## src/rtl/rrc_pkg.sv

```systemverilog
// Shared types, constants and helper functions of the radix and Roman converter.
// No dependencies; every other file of the block uses this package.
package rrc_pkg;

  localparam int SYM_W     = 8;
  localparam int RADIX_W   = 6;
  localparam int ERR_W     = 2;
  localparam int CFG_IDX_W = 2;
  localparam int ROMAN_D_W = 4;
  localparam int PLACE_W   = 2;
  localparam int SUB_W     = 3;

  localparam int VALUE_WIDTH_DEF = 50;
  localparam int MAX_DIGITS_DEF  = 50;

  localparam logic [63:0] DEC_LIMIT = 64'd1000000000000000;
  localparam logic [63:0] ROMAN_MAX = 64'd3000;

  localparam logic [RADIX_W-1:0] RADIX_MIN   = 6'd2;
  localparam logic [RADIX_W-1:0] RADIX_MAX   = 6'd36;
  localparam logic [RADIX_W-1:0] RADIX_RESET = 6'd10;
  localparam logic [RADIX_W-1:0] ROMAN_RADIX = 6'd10;
  localparam logic [RADIX_W-1:0] DIGIT_TEN   = 6'd10;

  localparam logic [SYM_W-1:0] CHAR_0   = 8'h30;
  localparam logic [SYM_W-1:0] CHAR_9   = 8'h39;
  localparam logic [SYM_W-1:0] CHAR_A   = 8'h41;
  localparam logic [SYM_W-1:0] CHAR_Z   = 8'h5A;
  localparam logic [SYM_W-1:0] CHAR_NUL = 8'h00;

  localparam logic [ERR_W-1:0] ERR_NONE     = 2'd0;
  localparam logic [ERR_W-1:0] ERR_OVERFLOW = 2'd1;
  localparam logic [ERR_W-1:0] ERR_ROMAN    = 2'd2;
  localparam logic [ERR_W-1:0] ERR_SYMBOL   = 2'd3;

  localparam logic [CFG_IDX_W-1:0] REG_SOURCE_BASE = 2'd0;
  localparam logic [CFG_IDX_W-1:0] REG_TARGET_BASE = 2'd1;
  localparam logic [CFG_IDX_W-1:0] REG_ROMAN_MODE  = 2'd2;

  typedef enum logic [3:0] {
    S_IDLE,
    S_ADD,
    S_CHECK,
    S_DIV_START,
    S_DIV_WAIT,
    S_RD,
    S_OUT,
    S_ROMAN,
    S_ERR
  } state_t;

  function automatic logic [RADIX_W-1:0] clamp_radix(input logic [RADIX_W-1:0] r);
    logic [RADIX_W-1:0] res;
    res = r;
    if (r < RADIX_MIN) res = RADIX_MIN;
    else if (r > RADIX_MAX) res = RADIX_MAX;
    return res;
  endfunction

  // bit RADIX_W set marks a symbol that is no digit at all
  function automatic logic [RADIX_W:0] decode_symbol(input logic [SYM_W-1:0] sym);
    logic [RADIX_W:0] res;
    res = {1'b1, {RADIX_W{1'b0}}};
    if (sym >= CHAR_0 && sym <= CHAR_9) begin
      res = (RADIX_W + 1)'(sym - CHAR_0);
    end else if (sym >= CHAR_A && sym <= CHAR_Z) begin
      res = (RADIX_W + 1)'(sym - CHAR_A) + (RADIX_W + 1)'(DIGIT_TEN);
    end
    return res;
  endfunction

  function automatic logic [SYM_W-1:0] digit_char(input logic [RADIX_W-1:0] d);
    logic [SYM_W-1:0] res;
    if (d < DIGIT_TEN) res = CHAR_0 + SYM_W'(d);
    else res = CHAR_A + SYM_W'(d - DIGIT_TEN);
    return res;
  endfunction

  function automatic logic [SUB_W-1:0] roman_len(input logic [ROMAN_D_W-1:0] d);
    logic [SUB_W-1:0] res;
    unique case (d)
      4'd0:    res = 3'd0;
      4'd1:    res = 3'd1;
      4'd2:    res = 3'd2;
      4'd3:    res = 3'd3;
      4'd4:    res = 3'd2;
      4'd5:    res = 3'd1;
      4'd6:    res = 3'd2;
      4'd7:    res = 3'd3;
      4'd8:    res = 3'd4;
      4'd9:    res = 3'd2;
      default: res = 3'd0;
    endcase
    return res;
  endfunction

  function automatic logic [SYM_W-1:0] roman_char(input logic [PLACE_W-1:0] place,
                                                  input logic [ROMAN_D_W-1:0] d,
                                                  input logic [SUB_W-1:0] sub);
    logic [SYM_W-1:0] one;
    logic [SYM_W-1:0] five;
    logic [SYM_W-1:0] ten;
    logic [SYM_W-1:0] res;
    unique case (place)
      2'd0:    begin one = "I"; five = "V"; ten = "X"; end
      2'd1:    begin one = "X"; five = "L"; ten = "C"; end
      2'd2:    begin one = "C"; five = "D"; ten = "M"; end
      default: begin one = "M"; five = "M"; ten = "M"; end
    endcase
    if (d == 4'd9) res = (sub == '0) ? one : ten;
    else if (d == 4'd4) res = (sub == '0) ? one : five;
    else if (d >= 4'd5) res = (sub == '0) ? five : one;
    else res = one;
    return res;
  endfunction

endpackage

```

## src/rtl/rrc_in_if.sv

```systemverilog
// Input channel of the converter: one digit symbol per word.
// Depends on rrc_pkg for the field widths.
interface rrc_in_if;
  logic                      valid;
  logic                      ready;
  logic [rrc_pkg::SYM_W-1:0] symbol;
  logic                      last_symbol;

  modport source (output valid, output symbol, output last_symbol, input ready);
  modport sink   (input valid, input symbol, input last_symbol, output ready);
endinterface

```

## src/rtl/rrc_out_if.sv

```systemverilog
// Result channel of the converter: one character or one error report per word.
// Depends on rrc_pkg for the field widths.
interface rrc_out_if;
  logic                      valid;
  logic                      ready;
  logic [rrc_pkg::SYM_W-1:0] out_char;
  logic                      last_char;
  logic [rrc_pkg::ERR_W-1:0] error_code;

  modport source (output valid, output out_char, output last_char, output error_code,
                  input ready);
  modport sink   (input valid, input out_char, input last_char, input error_code,
                  output ready);
endinterface

```

## src/rtl/rrc_div.sv

```systemverilog
// Shared restoring divider: one quotient bit per cycle, divisor up to six bits.
// Depends on rrc_pkg.
module rrc_div #(
  parameter int VALUE_WIDTH = rrc_pkg::VALUE_WIDTH_DEF
) (
  input  logic                        clk,
  input  logic                        rst_n,
  input  logic                        start,
  input  logic [VALUE_WIDTH-1:0]      dividend,
  input  logic [rrc_pkg::RADIX_W-1:0] divisor,
  output logic                        done,
  output logic [VALUE_WIDTH-1:0]      quotient,
  output logic [rrc_pkg::RADIX_W-1:0] remainder
);
  import rrc_pkg::*;

  localparam int CW = $clog2(VALUE_WIDTH);

  logic                   busy_r;
  logic                   done_r;
  logic [CW-1:0]          cnt_r;
  logic [VALUE_WIDTH-1:0] quo_r;
  logic [RADIX_W-1:0]     rem_r;
  logic [RADIX_W-1:0]     dvs_r;

  logic [RADIX_W:0]       shifted;
  logic                   fits;
  logic [RADIX_W:0]       rem_step;

  assign shifted  = {rem_r, quo_r[VALUE_WIDTH-1]};
  assign fits     = shifted >= {1'b0, dvs_r};
  assign rem_step = fits ? (shifted - {1'b0, dvs_r}) : shifted;

  always_ff @(posedge clk) begin
    if (!rst_n) begin
      busy_r <= 1'b0;
      done_r <= 1'b0;
      cnt_r  <= '0;
    end else begin
      done_r <= busy_r && (cnt_r == '0);
      if (start) begin
        busy_r <= 1'b1;
        cnt_r  <= CW'(VALUE_WIDTH - 1);
      end else if (busy_r) begin
        if (cnt_r == '0) busy_r <= 1'b0;
        else cnt_r <= cnt_r - 1'b1;
      end
    end
  end

  always_ff @(posedge clk) begin
    if (start) begin
      quo_r <= dividend;
      rem_r <= '0;
      dvs_r <= divisor;
    end else if (busy_r) begin
      quo_r <= {quo_r[VALUE_WIDTH-2:0], fits};
      rem_r <= rem_step[RADIX_W-1:0];
    end
  end

  assign done      = done_r;
  assign quotient  = quo_r;
  assign remainder = rem_r;

endmodule

```

## src/rtl/rrc_dstore.sv

```systemverilog
// Digit store: one write port, one registered read port.
// Depends on rrc_pkg for the digit width.
module rrc_dstore #(
  parameter int DEPTH = rrc_pkg::MAX_DIGITS_DEF
) (
  input  logic                        clk,
  input  logic                        we,
  input  logic [$clog2(DEPTH)-1:0]    waddr,
  input  logic [rrc_pkg::RADIX_W-1:0] wdata,
  input  logic [$clog2(DEPTH)-1:0]    raddr,
  output logic [rrc_pkg::RADIX_W-1:0] rdata
);
  import rrc_pkg::*;

  logic [RADIX_W-1:0] mem [DEPTH];
  logic [RADIX_W-1:0] rdata_r;

  always_ff @(posedge clk) begin
    if (we) mem[waddr] <= wdata;
    rdata_r <= mem[raddr];
  end

  assign rdata = rdata_r;

endmodule

```

## src/rtl/radix_and_roman_converter.sv

```systemverilog
// Top level of the radix and Roman numeral converter: sequencer, accumulator,
// configuration registers and result register. Uses rrc_pkg, rrc_in_if,
// rrc_out_if, rrc_div and rrc_dstore.
//
// Usage:
//   in_if carries one ASCII digit symbol per word, most significant first;
//   last_symbol closes the number. out_if returns the converted number as a
//   run of ASCII words, most significant first, last_char on the final one,
//   or a single word with out_char 0 and a nonzero error_code.
//   cfg_we/cfg_index/cfg_data write source_base, target_base and roman_mode;
//   write them only while the block is idle.
// Timing:
//   A symbol is multiplied in the accept cycle, then added and limit checked
//   in the next. After the last symbol each output digit comes from the
//   shared bit-serial divider (Roman mode divides by ten, at most four
//   times). Digits then leave one word per registered digit store read
//   (S_RD, then S_OUT); Roman characters at one per cycle while the receiver
//   does not stall, with an extra step for each zero decimal place passed over.
// Reset and stall:
//   Reset restores radix 10, Roman mode off and clears the accumulator.
//   The result word sits in an output register; a stalled receiver holds the
//   sequencer, and the next symbol is taken once the final word is loaded.
module radix_and_roman_converter #(
  parameter int VALUE_WIDTH = rrc_pkg::VALUE_WIDTH_DEF,
  parameter int MAX_DIGITS  = rrc_pkg::MAX_DIGITS_DEF
) (
  input  logic                          clk,
  input  logic                          rst_n,
  rrc_in_if.sink                        in_if,
  rrc_out_if.source                     out_if,
  input  logic                          cfg_we,
  input  logic [rrc_pkg::CFG_IDX_W-1:0] cfg_index,
  input  logic [rrc_pkg::RADIX_W-1:0]   cfg_data
);
  import rrc_pkg::*;

  localparam int PW   = VALUE_WIDTH + RADIX_W;
  localparam int AW   = $clog2(MAX_DIGITS);
  localparam int CNTW = $clog2(MAX_DIGITS + 1);
  localparam logic [63:0] LIM64 =
    ((VALUE_WIDTH >= 64) || (((64'd1 << VALUE_WIDTH) - 64'd1) >= DEC_LIMIT)) ?
    DEC_LIMIT : ((64'd1 << VALUE_WIDTH) - 64'd1);
  localparam logic [VALUE_WIDTH-1:0] ValueLimit = LIM64[VALUE_WIDTH-1:0];

  logic [RADIX_W-1:0] src_radix_r;
  logic [RADIX_W-1:0] tgt_radix_r;
  logic               roman_r;

  state_t                 state_r, state_nxt;
  logic [VALUE_WIDTH-1:0] accum_r, accum_nxt;
  logic [ERR_W-1:0]       err_r, err_nxt;
  logic [CNTW-1:0]        cnt_r, cnt_nxt;
  logic [AW-1:0]          idx_r, idx_nxt;
  logic [PLACE_W-1:0]     place_r, place_nxt;
  logic [SUB_W-1:0]       sub_r, sub_nxt;
  logic                   out_valid_r, out_valid_nxt;
  logic [SYM_W-1:0]       out_char_r, out_char_nxt;
  logic                   out_last_r, out_last_nxt;
  logic [ERR_W-1:0]       out_err_r, out_err_nxt;

  logic [PW-1:0]          prod_r;
  logic [RADIX_W-1:0]     d_r;
  logic                   bad_r;
  logic                   last_r;
  logic [ROMAN_D_W-1:0]   rom_d_r [4];

  logic                   in_accept;
  logic [RADIX_W:0]       sym_dec;
  logic [PW-1:0]          sum;
  logic                   out_free;
  logic                   roman_bad;
  logic [RADIX_W-1:0]     div_radix;
  logic                   div_start;
  logic                   div_done;
  logic [VALUE_WIDTH-1:0] div_quot;
  logic [RADIX_W-1:0]     div_rem;
  logic                   dst_we;
  logic [RADIX_W-1:0]     dst_rdata;
  logic [ROMAN_D_W-1:0]   eff_d [4];
  logic [ROMAN_D_W-1:0]   cur_d;
  logic [SUB_W-1:0]       cur_len;
  logic                   lower_zero;
  logic                   rom_last;

  rrc_div #(.VALUE_WIDTH(VALUE_WIDTH)) u_div (
    .clk       (clk),
    .rst_n     (rst_n),
    .start     (div_start),
    .dividend  (accum_r),
    .divisor   (div_radix),
    .done      (div_done),
    .quotient  (div_quot),
    .remainder (div_rem)
  );

  rrc_dstore #(.DEPTH(MAX_DIGITS)) u_dstore (
    .clk   (clk),
    .we    (dst_we),
    .waddr (cnt_r[AW-1:0]),
    .wdata (div_rem),
    .raddr (idx_r),
    .rdata (dst_rdata)
  );

  assign in_accept = in_if.valid && in_if.ready;
  assign in_if.ready = rst_n && (state_r == S_IDLE);
  assign sym_dec   = decode_symbol(in_if.symbol);
  assign sum       = prod_r + PW'(d_r);
  assign out_free  = !out_valid_r || out_if.ready;
  assign roman_bad = (accum_r == '0) || (64'(accum_r) > ROMAN_MAX);
  assign div_radix = roman_r ? ROMAN_RADIX : tgt_radix_r;

  always_comb begin
    for (int q = 0; q < 4; q++) begin
      eff_d[q] = (CNTW'(q) < cnt_r) ? rom_d_r[q] : '0;
    end
  end

  always_comb begin
    lower_zero = 1'b1;
    for (int q = 0; q < 3; q++) begin
      if (PLACE_W'(q) < place_r && eff_d[q] != '0) lower_zero = 1'b0;
    end
  end

  assign cur_d    = eff_d[place_r];
  assign cur_len  = roman_len(cur_d);
  assign rom_last = (sub_r == cur_len - 1'b1) && lower_zero;

  always_ff @(posedge clk) begin
    if (!rst_n) begin
      src_radix_r <= RADIX_RESET;
      tgt_radix_r <= RADIX_RESET;
      roman_r     <= 1'b0;
    end else if (cfg_we) begin
      unique case (cfg_index)
        REG_SOURCE_BASE: src_radix_r <= clamp_radix(cfg_data);
        REG_TARGET_BASE: tgt_radix_r <= clamp_radix(cfg_data);
        REG_ROMAN_MODE:  roman_r     <= cfg_data[0];
        default: ;
      endcase
    end
  end

  always_comb begin
    state_nxt     = state_r;
    accum_nxt     = accum_r;
    err_nxt       = err_r;
    cnt_nxt       = cnt_r;
    idx_nxt       = idx_r;
    place_nxt     = place_r;
    sub_nxt       = sub_r;
    out_valid_nxt = out_valid_r && !out_if.ready;
    out_char_nxt  = out_char_r;
    out_last_nxt  = out_last_r;
    out_err_nxt   = out_err_r;
    div_start     = 1'b0;
    dst_we        = 1'b0;

    unique case (state_r)
      S_IDLE: begin
        if (in_if.valid) state_nxt = S_ADD;
      end
      S_ADD: begin
        if (bad_r) begin
          err_nxt = ERR_SYMBOL;
        end else if (sum > PW'(ValueLimit)) begin
          accum_nxt = ValueLimit;
          if (err_r < ERR_OVERFLOW) err_nxt = ERR_OVERFLOW;
        end else begin
          accum_nxt = sum[VALUE_WIDTH-1:0];
        end
        state_nxt = last_r ? S_CHECK : S_IDLE;
      end
      S_CHECK: begin
        if (err_r == ERR_NONE && roman_r && roman_bad) begin
          err_nxt   = ERR_ROMAN;
          state_nxt = S_ERR;
        end else if (err_r != ERR_NONE) begin
          state_nxt = S_ERR;
        end else begin
          state_nxt = S_DIV_START;
        end
      end
      S_DIV_START: begin
        if (cnt_r >= CNTW'(MAX_DIGITS)) begin
          err_nxt   = ERR_OVERFLOW;
          state_nxt = S_ERR;
        end else begin
          div_start = 1'b1;
          state_nxt = S_DIV_WAIT;
        end
      end
      S_DIV_WAIT: begin
        if (div_done) begin
          dst_we    = !roman_r;
          cnt_nxt   = cnt_r + 1'b1;
          accum_nxt = div_quot;
          if (div_quot == '0) begin
            if (roman_r) begin
              place_nxt = '1;
              sub_nxt   = '0;
              state_nxt = S_ROMAN;
            end else begin
              idx_nxt   = cnt_r[AW-1:0];
              state_nxt = S_RD;
            end
          end else begin
            state_nxt = S_DIV_START;
          end
        end
      end
      S_RD: begin
        state_nxt = S_OUT;
      end
      S_OUT: begin
        if (out_free) begin
          out_valid_nxt = 1'b1;
          out_char_nxt  = digit_char(dst_rdata);
          out_last_nxt  = (idx_r == '0);
          out_err_nxt   = ERR_NONE;
          if (idx_r == '0) begin
            accum_nxt = '0;
            err_nxt   = ERR_NONE;
            cnt_nxt   = '0;
            state_nxt = S_IDLE;
          end else begin
            idx_nxt   = idx_r - 1'b1;
            state_nxt = S_RD;
          end
        end
      end
      S_ROMAN: begin
        if (cur_len == '0) begin
          place_nxt = place_r - 1'b1;
          sub_nxt   = '0;
        end else if (out_free) begin
          out_valid_nxt = 1'b1;
          out_char_nxt  = roman_char(place_r, cur_d, sub_r);
          out_last_nxt  = rom_last;
          out_err_nxt   = ERR_NONE;
          if (rom_last) begin
            accum_nxt = '0;
            err_nxt   = ERR_NONE;
            cnt_nxt   = '0;
            state_nxt = S_IDLE;
          end else if (sub_r == cur_len - 1'b1) begin
            sub_nxt   = '0;
            place_nxt = place_r - 1'b1;
          end else begin
            sub_nxt = sub_r + 1'b1;
          end
        end
      end
      S_ERR: begin
        if (out_free) begin
          out_valid_nxt = 1'b1;
          out_char_nxt  = CHAR_NUL;
          out_last_nxt  = 1'b1;
          out_err_nxt   = err_r;
          accum_nxt     = '0;
          err_nxt       = ERR_NONE;
          cnt_nxt       = '0;
          state_nxt     = S_IDLE;
        end
      end
      default: begin
        state_nxt = S_IDLE;
      end
    endcase
  end

  always_ff @(posedge clk) begin
    if (!rst_n) begin
      state_r     <= S_IDLE;
      accum_r     <= '0;
      err_r       <= ERR_NONE;
      cnt_r       <= '0;
      idx_r       <= '0;
      place_r     <= '0;
      sub_r       <= '0;
      out_valid_r <= 1'b0;
    end else begin
      state_r     <= state_nxt;
      accum_r     <= accum_nxt;
      err_r       <= err_nxt;
      cnt_r       <= cnt_nxt;
      idx_r       <= idx_nxt;
      place_r     <= place_nxt;
      sub_r       <= sub_nxt;
      out_valid_r <= out_valid_nxt;
    end
  end

  always_ff @(posedge clk) begin
    out_char_r <= out_char_nxt;
    out_last_r <= out_last_nxt;
    out_err_r  <= out_err_nxt;
    if (in_accept) begin
      prod_r <= PW'(accum_r) * PW'(src_radix_r);
      d_r    <= sym_dec[RADIX_W-1:0];
      bad_r  <= sym_dec >= {1'b0, src_radix_r};
      last_r <= in_if.last_symbol;
    end
    if (state_r == S_DIV_WAIT && div_done && roman_r) begin
      rom_d_r[cnt_r[1:0]] <= div_rem[ROMAN_D_W-1:0];
    end
  end

  assign out_if.valid      = out_valid_r;
  assign out_if.out_char   = out_char_r;
  assign out_if.last_char  = out_last_r;
  assign out_if.error_code = out_err_r;

  a_err_word: assert property (@(posedge clk) disable iff (!rst_n)
    out_if.valid && out_if.error_code != ERR_NONE |->
      out_if.last_char && out_if.out_char == CHAR_NUL)
    else $error("error word is not a lone null word");

  a_cnt_bound: assert property (@(posedge clk) disable iff (!rst_n)
    cnt_r <= CNTW'(MAX_DIGITS))
    else $error("digit count beyond store depth");

  a_div_done: assert property (@(posedge clk) disable iff (!rst_n)
    div_done |-> state_r == S_DIV_WAIT)
    else $error("divider finished outside its wait state");

  a_accum_limit: assert property (@(posedge clk) disable iff (!rst_n)
    state_r == S_IDLE |-> accum_r <= ValueLimit)
    else $error("accumulator above value limit");

  a_hold_word: assert property (@(posedge clk) disable iff (!rst_n)
    out_if.valid && !out_if.ready |=>
      out_if.valid && $stable(out_if.out_char) && $stable(out_if.error_code))
    else $error("stalled result word changed");

endmodule

```

## src/flat_wrapper.sv

```systemverilog
// flat-port wrapper written by rule: the top's interface ports become plain ports
module radix_and_roman_converter_flat import rrc_pkg::*;
#(
  parameter int VALUE_WIDTH = rrc_pkg::VALUE_WIDTH_DEF,
  parameter int MAX_DIGITS  = rrc_pkg::MAX_DIGITS_DEF
)
  (clk, rst_n, cfg_we, cfg_index, cfg_data, in_if_valid, in_if_symbol, in_if_last_symbol, in_if_ready, out_if_valid, out_if_out_char, out_if_last_char, out_if_error_code, out_if_ready);
  rrc_in_if in_if_i ();
  rrc_out_if out_if_i ();
  input  logic clk;
  input  logic rst_n;
  input  logic cfg_we;
  input  logic [rrc_pkg::CFG_IDX_W-1:0] cfg_index;
  input  logic [rrc_pkg::RADIX_W-1:0] cfg_data;
  input wire logic [$bits(in_if_i.valid)-1:0] in_if_valid;
  input wire logic [$bits(in_if_i.symbol)-1:0] in_if_symbol;
  input wire logic [$bits(in_if_i.last_symbol)-1:0] in_if_last_symbol;
  output wire logic [$bits(in_if_i.ready)-1:0] in_if_ready;
  output wire logic [$bits(out_if_i.valid)-1:0] out_if_valid;
  output wire logic [$bits(out_if_i.out_char)-1:0] out_if_out_char;
  output wire logic [$bits(out_if_i.last_char)-1:0] out_if_last_char;
  output wire logic [$bits(out_if_i.error_code)-1:0] out_if_error_code;
  input wire logic [$bits(out_if_i.ready)-1:0] out_if_ready;
  assign in_if_i.valid = in_if_valid;
  assign in_if_i.symbol = in_if_symbol;
  assign in_if_i.last_symbol = in_if_last_symbol;
  assign in_if_ready = in_if_i.ready;
  assign out_if_valid = out_if_i.valid;
  assign out_if_out_char = out_if_i.out_char;
  assign out_if_last_char = out_if_i.last_char;
  assign out_if_error_code = out_if_i.error_code;
  assign out_if_i.ready = out_if_ready;
  radix_and_roman_converter #(.VALUE_WIDTH(VALUE_WIDTH), .MAX_DIGITS(MAX_DIGITS)) u_core (.clk(clk), .rst_n(rst_n), .in_if(in_if_i), .out_if(out_if_i), .cfg_we(cfg_we), .cfg_index(cfg_index), .cfg_data(cfg_data));
endmodule
```

## config.mk

```make
export PLATFORM = sky130hd
export DESIGN_NAME = radix_and_roman_converter_flat
export DESIGN_NICKNAME = d
export VERILOG_FILES = /design/src/rtl/rrc_pkg.sv /design/src/rtl/rrc_in_if.sv /design/src/rtl/rrc_out_if.sv /design/src/rtl/rrc_div.sv /design/src/rtl/rrc_dstore.sv /design/src/rtl/radix_and_roman_converter.sv /design/src/flat_wrapper.sv
export SDC_FILE = /design/constraint.sdc
export NUM_CORES = 2
export LEC_CHECK = 0
export ABC_AREA = 1
export BUFFER_PORTS_ARGS = -buffer_cell sky130_fd_sc_hd__buf_2
export CAP_MARGIN = 25
export CORE_MARGIN = 4
export CORE_UTILIZATION = 55
export CTS_CLUSTER_SIZE = 12
export DETAILED_ROUTE_END_ITERATION = 8
export PLACE_DENSITY = 0.71
export SLEW_MARGIN = 20
export SYNTH_ARGS = -nofsm -noshare
export SYNTH_HDL_FRONTEND = slang
export SYNTH_SLANG_ARGS = --single-unit
```

## constraint.sdc

```tcl
create_clock -name clk -period 5.2 [get_ports clk]
set_input_delay 0.78 -clock clk [delete_from_list [all_inputs] [get_ports clk]]
set_output_delay 0.78 -clock clk [all_outputs]
set_load 0.01 [all_outputs]
```

Word-level counts from Yosys, hierarchy flattened:

Memory sizes are Yosys's and may differ from the RTL's. A register that Yosys moved wholly into a read port is not among the register bits.
Cells that the tools add are included.

* add/sub/neg operators: 14
* multipliers: 1
* divide/modulo/power cells: 0
* $lt $le $gt $ge: 22
* equality and inequality tests: 36
* shift operators: 0
* mux-type cells: 125
* bitwise operators: 3
* reductions and logical operators: 56

Operators with widths (number)
* 50-bit 2-to-1 mux: 11
* 50-bit one-hot mux with 5 select lines: 1
* 6-bit 2-to-1 mux: 18
* 50-bit logical NOT: 2
* 4-bit 2-to-1 mux: 16
* 8-bit 2-to-1 mux: 8
* 56-bit by 6-bit adder with 56-bit output: 1
* 56-bit by 50-bit > comparator with 1-bit output, second input constant: 1
* 50-bit by 6-bit multiplier with 56-bit output: 1
* 50-bit by 12-bit > comparator with 1-bit output, second input constant: 1
* 2-bit 2-to-1 mux: 23
* 4-bit one-hot mux with 9 select lines: 1
* 5-bit one-hot mux with 3 select lines: 2
* 3-bit 2-to-1 mux: 9
* 6-bit one-hot mux with 4 select lines: 1
* 8-bit one-hot mux with 3 select lines: 1
* 4-bit by 3-bit == test with 1-bit output, second input constant: 5
* 1-bit 2-to-1 mux: 20
* 2-bit by 1-bit inequality test with 1-bit output, second input constant: 10
* 4-bit nonzero test: 4
* 5-bit 2-to-1 mux: 3
* 7-bit by 6-bit greater-or-equal comparator with 1-bit output: 2
* 1-bit logical AND: 14
* 7-bit 2-to-1 mux: 2
* other kinds (66): 100

* flip-flop bits (word level): 232
* bits in latches: 0
* bits in writable memories: 316
* ROM bits: 48
* input bits: 22
* output and inout port bits: 13
* logic and storage cells: 285
* memories: 3

Memory list
* u_core.u_dstore.mem: words 50, width 6, read ports 1, clocked after memory_dff 1, write ports 1, line rrc_dstore.sv:15 `logic [RADIX_W-1:0] mem [DEPTH];`
* (no name shown): words 16, width 3, read ports 1, clocked after memory_dff 0, write ports 0, line rrc_pkg.sv:81 `unique case (d)`
* u_core.rom_d_r: words 4, width 4, read ports 4, clocked after memory_dff 0, write ports 1, line radix_and_roman_converter.sv:65 `logic [ROMAN_D_W-1:0] rom_d_r [4];`

Logic depth before layout (Yosys ltp):

An unclocked memory read counts as a cell.

* depth after elaboration: 13
* depth in mapped cells: 25
* mapped depth without buffers: 23

Hierarchy:

A second synthesis with hierarchy kept.

* cells, all modules: 4583
* area, all modules: 37486.0 um^2

By module, submodules not included
* radix_and_roman_converter: instances 1, cells an instance 3120, area each 21560.7 um^2, seq. area each 4474.3 um^2
* rrc_dstore: instances 1, cells an instance 1087, area each 12575.8 um^2, seq. area each 9128.8 um^2
* rrc_div: instances 1, cells an instance 376, area each 3349.5 um^2, seq. area each 1961.9 um^2

Worst setup path before layout:

OpenSTA, ideal clock, no wires.

* path type: register -> register
* start point: reg u_core.src_radix_r[5]
* end point: reg u_core.prod_r[48] (data pin)
* setup time: 0.265 ns
* data arrival time: 4.454 ns
* data required time: 4.935 ns
* slack: 0.480 ns
* stages on the path, launching flop included: 20
* buffers on the path: 2
* clock period less this slack: 4.720 ns
* path through: dfxtp_1 -> clkbuf_1 -> clkbuf_1 -> nand2_1 -> fa_1 -> fa_1 -> fa_1 -> inv_1 -> ha_1 -> nand3_1 -> nand3_1 -> a21oi_1 -> o21ai_0 -> a21oi_1 -> inv_1 -> a21oi_1 -> o21ai_0 -> a21oi_1 -> o21ai_0 -> xor2_1

* word-level cells in the longest chain between the ends: 1

RTL lines
* start: declaration: line radix_and_roman_converter.sv:45 `logic [RADIX_W-1:0] src_radix_r;`
* start signal: assignment: line radix_and_roman_converter.sv:137 `REG_SOURCE_BASE: src_radix_r <= clamp_radix(cfg_data);`
* 50-bit by 6-bit multiplier with 56-bit output: line radix_and_roman_converter.sv:300 `prod_r <= PW'(accum_r) * PW'(src_radix_r);`
* end signal: assignment: line radix_and_roman_converter.sv:300
* end: declaration: line radix_and_roman_converter.sv:61 `logic [PW-1:0] prod_r;`

No other way between the ends.
A chain may end at the register's enable or synchronous reset.

Worst setup path in the final report:

* start point: reg u_core.src_radix_r[4]
* end point: reg u_core.prod_r[54] (data pin)

The elaborated chain is that of the path after synthesis.

==> flow_summary.yaml <==
critical_path:
  setup.worst_path.end_class: "register"
  worst_ep_required_time_ns: 5.58
  max_stage_delay_ns: 0.53
  path_class: "reg2reg"
  arrival_ns: 5.28
  critPathLaunchType: "register"
  cp_slowest_cell: "fa_1"
  critPathMaxFanout: 35
  crit_path_cell_trace: "buf_12 > buf_4 > nand2_1 > fa_1 > inv_1 > fa_1 > fa_1 > ha_1 > nand2_1 > nand2_1 > a31oi_1 > o21ai_0 > a21oi_1 > nand3_1 > a21o_1 > a21boi_0 > o21ai_0 > xor2_1"
grt:
  grt_pass1_wl_um: 154600
  grtUsageTotal_pct: 27.49
  grt_start_max_net_pins: 108
  grt_overflow: 0
  antenna_found_initial: 0
  first_global_vias: 28390
route:
  vias: 29030
  drt-vias-per-instance: 5.673
  drt_wl_total_um: 96320
  ant_nets: 0
  post_drt_wl_per_cell_um: 18.82
  drcViolationCount: 0
  first_pass_iters: 7
  drt_iter0_drc: 2838
finish:
  syn_to_final_growth_pct: 7.882
  drive_gt1_share_pct: 5.561
  stdcell_count: 5117
  finalNetCount: 4547
  post-route-util_pct: 60.19
  antenna_cells: 0
  fill_cells: 5684
power_and_ir_drop:
  p_per_area_nw_per_um2: 511.9
  leakagePower_nw: 17.04
  fin_total_pwr_mw: 19.97
  peakVddDrop_v: 0.0002967
yosys:
  postSynthAreaPerCell_um2: 8.499
  synth.cell_area_um2: 36160
  ys_types: 54
  synth-edff-count: 447
  synth-seq-cells: 554
  yosys_most_used_dff: "edfxtp_1"
  synthCells: 4255
  synth_fp_nets: 4583
  seq_area_frac_synth_pct: 43.04
  synthArstFlopShare_pct: 0
  ys.warnings.count: 0
hold_path:
  hold_path_class: "in2reg"
clock_tree:
  clockBufferDepth: 3
  cts_setup_buffers: 0
  postCtsHoldBufs: 0
  clockRootBuffer: "clkbuf_16"
  insertion_delay_ns: 0.63
  cts.clk_slew.worst_paths_ns: 0.07
  cts_tree: "built"
  cts_sinks: 554
  cts-htree-levels: 2
  numCtsBuffers: 60
floorplan:
  die_w_um: 264.4
  coreArea_um2: 64810
  num_rows: 93
  ios: 35
  start_util_pct: 55.79
  dieArea_um2: 69920
  die-height_um: 264.4
place:
  hpwl_um: 70430
  place.gp.congestion: 0.9811
  dpl.cell_count: 5008
  numPortBuffers: 34
sta:
  tns_ns: 0
  fmax_mhz: 204.1
  slew_violations: 0
  min_period_over_period_pct: 94.23
  slew_headroom_pct: 34.11
  rsz0062_at_grt: "no"
  finalHoldViolations: 0
  tightest_slew_ns: 0.9884
  post-route-min-period_ns: 4.900
  setup_violations: 0
  skew_ns: 0.01575
outcome:
  status: "finished clean"
run:
  cap_violations: 0
## registers in the layout, summed over array words and instances, names as in the netlist, 3 cells and up
register                count
u_core.out_if.out_char      8
u_core.cnt_r                6
u_core.prod_r              56
u_core.rom_d_r             16
u_core.u_dstore.mem       300
u_core.u_div.cnt_r          6
u_core.u_div.dvs_r          6
u_core.u_dstore.rdata       6
u_core.tgt_radix_r          6
u_core.idx_r                6
u_core.u_div.quotient      50
u_core.sub_r                3
u_core.d_r                  6
u_core.u_div.remainder      6
u_core.accum_r             50
u_core.state_r              4
u_core.src_radix_r          6
## report_power, final
part           total (mW)  internal [mW]  switching, mW
combinational        9.21           3.04           6.17
clock                4.02           2.25           1.77
sequential           6.74           5.82          0.917
total                20.0           11.1           8.86
## path summary, 6_finish.rpt
kind	from	end	slack, ns	cells past startpoint
max	u_core.src_radix_r[4]	u_core.prod_r[54]	0.30	18
min	in_if_last_symbol	u_core.last_r	0.35	1
max reg2reg	u_core.src_radix_r[4]	u_core.prod_r[54]	0.30	18
min reg2reg	u_core.tgt_radix_r[4]	u_core.tgt_radix_r[4]	0.46	2
## cells in the mapped netlist, drive strengths merged, types with 34 or more instances
cell type | number | area share, %
nor2 | 476 | 5.1
fa | 195 | 11
xor2 | 54 | 1.3
nand2 | 1032 | 11
a21oi | 236 | 3.3
clkbuf | 142 | 1.5
o221ai | 55 | 1.3
nand3 | 163 | 2.3
nand4 | 42 | 0.73
dfxtp | 107 | 5.9
nor3 | 34 | 0.47
edfxtp | 447 | 37
buf | 44 | 0.76
ha | 111 | 3.8
inv | 584 | 6.1
o21ai | 326 | 4.5
## placed cells by master, fill, tap and decap left out, types with 9 or more instances in the layout
cell type  instances
nor4_1            25
o21ai_0          321
o21bai_1          11
buf_12             9
ha_1             111
nand2_2           13
nor2_1           461
nand3_1          160
o31ai_1            9
buf_4             42
a31oi_1           20
a21o_1            12
inv_1            577
nor3_1            33
dfxtp_1           92
nor2_2            10
clkinv_2          13
xnor2_1           30
o221ai_1          54
a21oi_1          235
xor2_1            54
edfxtp_1         447
o211ai_1          30
o22ai_1           25
nand2_1         1016
nand4_1           42
clkbuf_16         60
dfxtp_2           14
clkbuf_1          16
buf_2             36
fa_1             195
clkinv_1           9
## cell families after synthesis
| kind of cell | Yosys count | synth area share, % |
|---|---|---|
| AOI/OAI and AO/OA | 748 | 11.74 |
| xor gates and xnor gates | 84 | 2.034 |
| adders and majority gates | 306 | 14.64 |
| buffers and inverters | 773 | 8.345 |
| DFF | 554 | 43.04 |
| and+or+nand+nor | 1790 | 20.20 |
## area by class of cell
cell class / count / area, um2 / share of cell area [%]
sequential: 554 / 15590 / 39.95
tap: 855 / 1070 / 2.742
timing repair buffer: 88 / 703.2 / 1.802
inverter: 587 / 2206 / 5.654
multi-input combinational: 2928 / 17620 / 45.17
clock inverter: 27 / 235.2 / 0.6030
clock buffer: 78 / 1589 / 4.073
## metal layers
metal	vias to the layer above	share of wire, %	global-route usage [%]
met3	208	7.0	3.768
met2	1090	47	44.96
met5	-	0	0
met4	0	4.1	10.54
met1	13820	42	37.68
li1	13920	-	-
## per-stage QoR
stage          worst slack (ns)  instance area (um2)  hold WS [ns]
5_1_grt               0.0009841                39010        0.3347
6_report                 0.2999                39010        0.3532
2_1_floorplan            0.4805                36160        0.4303
3_3_place_gp             0.3014                37100        0.4454
4_1_cts                  0.2046                38930        0.3241
3_5_place_dp             0.2105                37100        0.4496
## critical path: cells and delay by family, from the launching register on
| kind | cells | cell delay (ns) |
|---|---|---|
| simple gates | 4 | 0.48 |
| fa+ha+maj | 4 | 1.97 |
| buf+inv | 3 | 0.53 |
| xor+xnor | 1 | 0.16 |
| flops | 1 | 0.34 |
| compound gates | 6 | 1.16 |
## timing repair
item                                   CTS  global route
setup endpoints to repair                0             7
gates resized for setup                  0             7
endpoints found under the hold margin    0             0
Note: power is estimated with default switching activity, not from simulation.
